`config.mk`:
```
export PLATFORM = sky130hd
export DESIGN_NAME = mhpq_ctrl
export DESIGN_NICKNAME = d
export VERILOG_FILES = /design/src/rtl/mhpq_pkg.sv /design/src/rtl/mhpq_ctrl.sv
export SDC_FILE = /design/constraint.sdc
export NUM_CORES = 1
export LEC_CHECK = 0
export BUFFER_PORTS_ARGS = -buffer_cell sky130_fd_sc_hd__buf_2
export CORE_AREA = 2 2 39 41
export DETAILED_ROUTE_END_ITERATION = 12
export DIE_AREA = 0 0 41 43
export PLACE_DENSITY_LB_ADDON = 0.15
export SKIP_CTS_REPAIR_TIMING = 1
export SLEW_MARGIN = 10
export SYNTH_ARGS = -nofsm -noshare
export SYNTH_HDL_FRONTEND = slang
export SYNTH_SLANG_ARGS = --single-unit
```
`constraint.sdc`:
```
create_clock -name clk -period 1.4 [get_ports clk]
set_input_delay 0.21 -clock clk [delete_from_list [all_inputs] [get_ports clk]]
set_output_delay 0.21 -clock clk [all_outputs]
set_load 0.02 [all_outputs]
```
`src/rtl/mhpq_pkg.sv`:
```
// ----------------------------------------------------------------------------
// mhpq_pkg
// Shared constants, codes and controller/datapath handshake types for the
// min-heap priority queue.
// ----------------------------------------------------------------------------
package mhpq_pkg;

	localparam int CAPACITY_DEF      = 64;
	localparam int PRIORITY_BITS_DEF = 16;
	localparam int PAYLOAD_BITS_DEF  = 32;

	localparam int KIND_W   = 1;
	localparam int PRI_W    = 16;
	localparam int PAY_W    = 32;
	localparam int STATUS_W = 2;
	localparam int OCC_W    = 7;

	localparam logic [KIND_W-1:0] KIND_PUSH = 1'b0;
	localparam logic [KIND_W-1:0] KIND_POP  = 1'b1;

	localparam logic [STATUS_W-1:0] ST_OK    = 2'd0;
	localparam logic [STATUS_W-1:0] ST_EMPTY = 2'd1;
	localparam logic [STATUS_W-1:0] ST_FULL  = 2'd2;

	typedef struct packed {
		logic                accept;
		logic                rd_parent;
		logic                move_up;
		logic                rd_root_last;
		logic                take_top;
		logic                rd_child;
		logic                move_down;
		logic                place;
		logic                cnt_inc;
		logic                cnt_dec;
		logic                load_out;
		logic [STATUS_W-1:0] res_status;
	} cmd_t;

	typedef struct packed {
		logic cnt_zero;
		logic cnt_full;
		logic at_root;
		logic up_move;
		logic has_child;
		logic down_move;
		logic out_free;
	} sts_t;

endpackage

```
`src/rtl/mhpq_ctrl.sv`:
```
// ----------------------------------------------------------------------------
// mhpq_ctrl
// Sequencer for push sift-up and pop sift-down; drives datapath commands.
// ----------------------------------------------------------------------------
module mhpq_ctrl (
	input  logic                          clk,
	input  logic                          arst_n,
	input  logic                          in_valid,
	input  logic [mhpq_pkg::KIND_W-1:0]   in_kind,
	output logic                          in_ready,
	input  mhpq_pkg::sts_t                sts,
	output mhpq_pkg::cmd_t                cmd
);
	import mhpq_pkg::*;

	localparam logic [2:0] S_IDLE     = 3'd0;
	localparam logic [2:0] S_PUSH_CHK = 3'd1;
	localparam logic [2:0] S_PUSH_CMP = 3'd2;
	localparam logic [2:0] S_POP_RD0  = 3'd3;
	localparam logic [2:0] S_POP_TAKE = 3'd4;
	localparam logic [2:0] S_POP_RDC  = 3'd5;
	localparam logic [2:0] S_POP_CMP  = 3'd6;
	localparam logic [2:0] S_FINISH   = 3'd7;

	logic [2:0]          state_q, state_d;
	logic [STATUS_W-1:0] res_q, res_d;
	logic                accept;

	assign in_ready = (state_q == S_IDLE);
	assign accept   = in_valid && in_ready;

	always_comb begin
		state_d        = state_q;
		res_d          = res_q;
		cmd            = '0;
		cmd.res_status = res_q;
		unique case (state_q)
			S_IDLE: begin
				if (accept) begin
					cmd.accept = 1'b1;
					if (in_kind == KIND_PUSH) begin
						if (sts.cnt_full) begin
							res_d   = ST_FULL;
							state_d = S_FINISH;
						end else begin
							res_d   = ST_OK;
							state_d = S_PUSH_CHK;
						end
					end else begin
						if (sts.cnt_zero) begin
							res_d   = ST_EMPTY;
							state_d = S_FINISH;
						end else begin
							res_d   = ST_OK;
							state_d = S_POP_RD0;
						end
					end
				end
			end
			S_PUSH_CHK: begin
				if (sts.at_root) begin
					cmd.place   = 1'b1;
					cmd.cnt_inc = 1'b1;
					state_d     = S_FINISH;
				end else begin
					cmd.rd_parent = 1'b1;
					state_d       = S_PUSH_CMP;
				end
			end
			S_PUSH_CMP: begin
				if (sts.up_move) begin
					cmd.move_up = 1'b1;
					state_d     = S_PUSH_CHK;
				end else begin
					cmd.place   = 1'b1;
					cmd.cnt_inc = 1'b1;
					state_d     = S_FINISH;
				end
			end
			S_POP_RD0: begin
				cmd.rd_root_last = 1'b1;
				state_d          = S_POP_TAKE;
			end
			S_POP_TAKE: begin
				cmd.take_top = 1'b1;
				state_d      = S_POP_RDC;
			end
			S_POP_RDC: begin
				if (sts.has_child) begin
					cmd.rd_child = 1'b1;
					state_d      = S_POP_CMP;
				end else begin
					cmd.place   = 1'b1;
					cmd.cnt_dec = 1'b1;
					state_d     = S_FINISH;
				end
			end
			S_POP_CMP: begin
				if (sts.down_move) begin
					cmd.move_down = 1'b1;
					state_d       = S_POP_RDC;
				end else begin
					cmd.place   = 1'b1;
					cmd.cnt_dec = 1'b1;
					state_d     = S_FINISH;
				end
			end
			S_FINISH: begin
				if (sts.out_free) begin
					cmd.load_out = 1'b1;
					state_d      = S_IDLE;
				end
			end
			default: begin
				state_d = S_IDLE;
			end
		endcase
	end

	always_ff @(posedge clk or negedge arst_n) begin
		if (!arst_n) begin
			state_q <= S_IDLE;
			res_q   <= ST_OK;
		end else begin
			state_q <= state_d;
			res_q   <= res_d;
		end
	end

endmodule

```
* Word level (Yosys, flattened, before mapping)
Index checks and enable logic that the tools add are counted.
** Operators by class
- Add/subtract/negate cells :: 0
- Multipliers :: 0
- Divide/modulo/power cells :: 0
- Magnitude comparators :: 0
- Equal/unequal tests :: 9
- Shift-type cells :: 0
- Mux-type cells :: 34
- Bitwise logic cells :: 0
- Reduce and logical (&&, ||, !) cells :: 4
** Operator list (number)
- 3-bit case mux with 8 select lines :: 1
- 3-bit two-way mux :: 7
- 1-bit two-way mux :: 18
- 3-bit equality test, second input constant :: 4
- 2-bit two-way mux :: 5
- 3-bit by 2-bit equality test with 1-bit output, second input constant :: 2
- 1-bit case mux with 2 select lines :: 2
- 1-bit case mux with 4 select lines :: 1
- 2-bit AND reduction :: 2
- 3-bit by 1-bit equality test with 1-bit output, second input constant :: 1
- 3-bit zero test :: 1
- 2-bit by 1-bit inequality test with 1-bit output, second input constant :: 1
- 2-bit inequality test, second input constant :: 1
- 1-bit logical AND :: 1
** Word-level totals
- Register bits :: 5
- Latch bits :: 0
- Bits in writable memories :: 0
- Memory bits (read-only) :: 0
- Memories kept :: 0

* Longest topological paths before layout
Gate-level depths: netlist of run 1.
- Depth after elaboration :: 4
- Depth in mapped cells :: 4

* Worst setup path after synthesis of run 1
Ideal clock, no wire load.
- Path kind :: reg-to-output
- From :: reg state_q[1]
- To :: out cmd[10] in the netlist's numbering
- Data arrival time :: 1386 ps
- Data required time :: 1190 ps
- Setup slack :: -196 ps
- Cell stages (with the launch flop) :: 4
- Buffers on the path :: 1
- Cells stage by stage :: dfrtp_1 buf_2 inv_1 nor4_1
** RTL lines
- start, declared :: line mhpq_ctrl.sv:25 : logic [2:0] state_q, state_d;
- start signal, assigned :: line mhpq_ctrl.sv:125 : state_q <= state_d;
- end, declared :: line mhpq_ctrl.sv:12 : output mhpq_pkg::cmd_t cmd

==> results_dict.tcl, run 1 <==
set metrics [dict create \
    p_int_w 0.000917 \
    slowest_delay_ns 0.55 \
    setup_viol 12 \
    vias_per_cell 5.08 \
    antenna_found_initial 0 \
    grt_pass1_wl_um 1740 \
    fin_crit_ns 1.61 \
    ys_seq_elements 5 \
    synth-simple-area-share_pct 36.9 \
    rsz0062_at_grt "true" \
    tns_ns -1.58 \
    clock_latency_ns 0.24 \
    place_area_um2 608 \
    track_usage_pct 14.8 \
    setup_ws_ns -0.206 \
    cp.required_ns 1.19 \
    post-route-period-util_pct 115 \
    syn-mean-instance-area_um2 8.05 \
    die_width_um 41 \
    stdcell_area_um2 800 \
    hold_class "in2reg" \
    pwr-share-comb_pct 71.8 \
    muxShareOfSynthArea_pct 2.44 \
    p_sw_share_pct 45.3 \
    fmaxAchievable_mhz 623 \
    grt_overflow 0 \
    rows 14 \
    worst_pin_slew_ns 0.323 \
    worstSetupStartpointType "flop" \
    gp_congestion 0.809 \
    die_area_mm2 0.00176 \
    synthArstFlopShare_pct 100 \
    clockBufferDepth 2 \
    diodes 0 \
    cp_max_fo 5 \
    root_buffer "clkbuf_4" \
    synth_edf_count 0 \
    leakage_nw 0.393 \
    num-fill-cells 129 \
    max-cap-violations 0 \
    layout-drive-gt1-share_pct 65.2 \
    clkTransAtPathRegs_ns 0.05 \
    firstDrtPassIters 3 \
    failed_checks "setup timing" \
    drt_iter0_drc 4 \
    wl_per_cell_um 12.9 \
    ys_types 27 \
    p_sw_w 0.000758 \
    cts_tree "yes" \
    core_area_mm2 0.00138 \
    io_buffers 24 \
    drc 0 \
    worst_path_max_delay_cell "or4b_4" \
    utilization_pct 57.8 \
    cts.sinks 5 \
    worstPathCellList "or4b_4 -> inv_2 -> buf_6" \
    yosysWarnings 0 \
    grt_pass1_vias 417 \
    hpwl_um 892 \
    fin_nets 101 \
    final_common_cell "buf_2" \
    powerDensity_mw_per_mm2 2100 \
    synthXorXnorAreaFrac_pct 0 \
    ant_nets 0 \
    min_path_cells 3 \
    die_y_um 43 \
    power_frac_seq_pct 18.1 \
    via_count 533 \
    r2r_cells 4 \
    slew_viol_final 0 \
    ys.flop_type "dfrtp_1" \
    slew_headroom_pct 78.3 \
    clkPwrFrac_pct 10.1 \
    start_util_pct 29.7 \
    yosysSeqAreaShare_pct 30.5 \
    synth_cells 51 \
    crit_type "reg2out" \
    final_cell_mix "16 x buf_2, 13 x buf_4, 8 x buf_6" \
    finalClockSkew_ns 0.000147 \
    arrival_ns 1.40 \
    endpoint_kind "output pin" \
    irDropWorstVdd_uv 987 \
    synthToLayoutAreaGrowth_pct 94.8 \
    grt_max_degree 12 \
    synth-adder-area-share_pct 0 \
    synth_top_family_by_area "simple AND/OR/NAND/NOR gates" \
    wl_um 1360 \
    place_worst_setup_slack_ns -0.00314 \
    synth_nets 62 \
    numCtsBuffers 3 \
    status "finished, violations left" \
    p_total_w 0.00168 \
    hold_viol 0 \
    cts_max_level 1 \
    synth_compound_area_share_pct 19.2 \
    synth_area_um2 410 \
    io_pins 25 \
]
## state kept, by name, summed over array words and instances, names as in the netlist
name / cells
res_q: 2
state_q: 3
## worst max-delay path: cells and delay by family (launching register included)
family                 cells  cell delay, ns
buffers and inverters      2            0.17
flip-flops                 1            0.43
AND/OR/NAND/NOR            1            0.55
## layout make-up
type,count,area [um2],share of cell area (%)
Tap cell,16,20.0,2.50
Sequential cell,5,129,16.1
Timing Repair Buffer,38,278,34.7
Multi-Input combinational cell,37,324,40.5
Inverter,5,22.5,2.82
Clock buffer,4,26.3,3.29
## power by group through the flow
stage | Combinational [W] | Clock [W] | Sequential, W
after floorplan | 0.000548 | 0 | 0.000292
after global placement | 0.000856 | 0 | 0.000291
after detailed placement | 0.000849 | 0 | 0.000292
after CTS | 0.000852 | 0.000175 | 0.000292
after global routing | 0.00130 | 0.000189 | 0.000315
final | 0.00120 | 0.000169 | 0.000303
## final timing paths
path | start | to | slack, ns
min in group asynchronous | arst_n | res_q[0] | 0.31
setup reg to reg | state_q[1] | res_q[1] | 0.03
hold / removal | sts[6] | res_q[0] | 0.23
setup / recovery | state_q[1] | cmd[12] | -0.21
hold reg to reg | res_q[0] | res_q[0] | 0.48
max in group asynchronous | arst_n | state_q[1] | 0.94
## kinds of logic after synthesis
group,after synthesis
mux,1
simple gates,24
compound gates,12
buf+inv,9
flops,5
## per-stage QoR
stage	hold slack, ns	std cells
6_report	0.228	105
4_1_cts	-0.230	100
3_3_place_gp	0.0287	96
2_1_floorplan	-0.0856	51
5_1_grt	0.228	105
3_5_place_dp	0.0324	96
## synthesized netlist by cell type (2+ instances only)
cell type  n  area share, %
a21oi_1    3            3.7
and3_1     2            3.0
buf_2      3            3.7
dfrtp_1    5             30
inv_1      5            4.6
nand2_1    4            3.7
nand2b_1   2            3.0
nor2b_1    2            3.0
nor3_1     3            3.7
nor3b_1    2            3.7
nor4_1     3            4.6
o21ai_1    2            2.4
## per-layer routing
layer	GRT usage, %	wire, um	up-vias
met2	20.9	698	16
met3	4.71	59	0
met5	0	0	-
met1	19.3	602	253
met4	8.00	0	0
li1	-	-	264
Note: power is estimated with default switching activity, not from simulation.
==> run 2, diff against run 1 <==
Settings changed: PLACE_DENSITY_LB_ADDON 0.15 to 0.2.
==> results_dict.tcl, run 2 (synthesis results as in run 1) <==
set metrics [dict create \
    power_frac_seq_pct 21.9 \
    antenna_found_initial 0 \
    failed_checks "setup timing" \
    p_sw_share_pct 45.5 \
    via_count 506 \
    stdcell_area_um2 718 \
    rows 14 \
    diodes 0 \
    grt_pass1_wl_um 1810 \
    irDropWorstVdd_uv 1190 \
    hpwl_um 897 \
    post-route-period-util_pct 115 \
    die_width_um 41 \
    root_buffer "clkbuf_4" \
    crit_buf_inv 2 \
    hold_class "in2reg" \
    status "finished, violations left" \
    tns_ns -1.29 \
    track_usage_pct 15.6 \
    wl_per_cell_um 11.9 \
    die_y_um 43 \
    grt_max_degree 10 \
    cts.sinks 5 \
    setup_viol 13 \
    drc 0 \
    worstPathCellList "or4b_4 -> inv_2 -> buf_6" \
    crit_type "reg2out" \
    io_buffers 24 \
    fin_nets 100 \
    start_util_pct 29.7 \
    die_area_mm2 0.00176 \
    place_worst_setup_slack_ns -0.0196 \
    p_sw_w 0.000658 \
    rsz0062_at_grt "true" \
    slew_viol_final 0 \
    cp_max_fo 7 \
    critPathTopFamily "simple AND/OR/NAND/NOR gates" \
    p_int_w 0.000789 \
    slew_headroom_pct 80.7 \
    top_regs "state_q (3), res_q (2)" \
    powerDensity_mw_per_mm2 2010 \
    numCtsBuffers 3 \
    gp_congestion 0.732 \
    synthToLayoutAreaGrowth_pct 75.0 \
    io_pins 25 \
    finalClockSkew_ns 0.00178 \
    final_common_cell "buf_2" \
    endpoint_kind "output pin" \
    worstSetupStartpointType "flop" \
    fin_crit_ns 1.61 \
    cts_max_level 1 \
    largest_register_ffs 3 \
    clock_latency_ns 0.24 \
    setup_ws_ns -0.209 \
    final_cell_mix "19 x buf_2, 16 x buf_4, 4 x inv_1, 4 x nand2_1" \
    cts_tree "yes" \
    regMostFlops "state_q" \
    pwr-share-comb_pct 66.4 \
    clkPwrFrac_pct 11.7 \
    fmaxAchievable_mhz 621 \
    vias_per_cell 4.87 \
    hold_viol 0 \
    ant_nets 0 \
    worst_path_max_delay_cell "or4b_4" \
    grt_overflow 0 \
    arrival_ns 1.40 \
    wl_um 1240 \
    slowest_delay_ns 0.54 \
    p_total_w 0.00145 \
    place_area_um2 608 \
    clkTransAtPathRegs_ns 0.05 \
    layout-drive-gt1-share_pct 63.6 \
    leakage_nw 0.362 \
    max-cap-violations 0 \
    grt_pass1_vias 408 \
    clockBufferDepth 2 \
    cp.required_ns 1.19 \
    drt_iter0_drc 2 \
    num-fill-cells 143 \
    firstDrtPassIters 4 \
    worst_pin_slew_ns 0.285 \
    core_area_mm2 0.00138 \
]
[run 2: final timing paths]
check | from | to | slack [ns] | cells past startpoint
max in group asynchronous | arst_n | state_q[2] | 0.94 | 2
min in group asynchronous | arst_n | res_q[1] | 0.31 | 2
max reg2reg | state_q[1] | res_q[0] | -0.09 | 5
max | state_q[1] | cmd[12] | -0.21 | 3
min | sts[6] | res_q[0] | 0.21 | 3
min reg2reg | res_q[1] | res_q[1] | 0.47 | 2
[run 2: worst register-to-register path: stages, from the launching register on]
cell and delay (ns):
dfrtp_2 0.45, or4b_4 0.54, buf_4 0.15, buf_4 0.13, nand2_1 0.05, o21ai_1 0.05
[run 2: layout make-up]
class	count	area, um2	share of cell area [%]
Inverter	5	18.8	2.61
Sequential cell	5	129	17.9
Multi-Input combinational cell	37	288	40.1
Timing Repair Buffer	37	236	32.9
Tap cell	16	20.0	2.79
Clock buffer	4	26.3	3.66
[run 2: through the flow]
step	hold slack (ns)	std cells	utilization [%]
global route	0.210	104	51.9
detailed placement	0.0346	96	43.9
global placement	0.0308	96	43.9
CTS	-0.224	100	45.8
finish	0.212	104	51.9
floorplan	-0.0856	51	-
[run 2: layer usage]
| metal | routed length, um | GRT usage (%) |
|---|---|---|
| met1 | 545 | 20.5 |
| met5 | 0 | 0 |
| met2 | 626 | 21.9 |
| met3 | 67 | 3.66 |
| met4 | 0 | 10.0 |
[run 2: power by group through the flow]
| stage | combinational, W | clock, W | sequential [W] |
|---|---|---|---|
| after floorplan | 0.000548 | 0 | 0.000292 |
| after global placement | 0.000832 | 0 | 0.000308 |
| after detailed placement | 0.000830 | 0 | 0.000308 |
| after CTS | 0.000833 | 0.000173 | 0.000310 |
| after global routing | 0.00104 | 0.000184 | 0.000331 |
| final | 0.000961 | 0.000169 | 0.000317 |
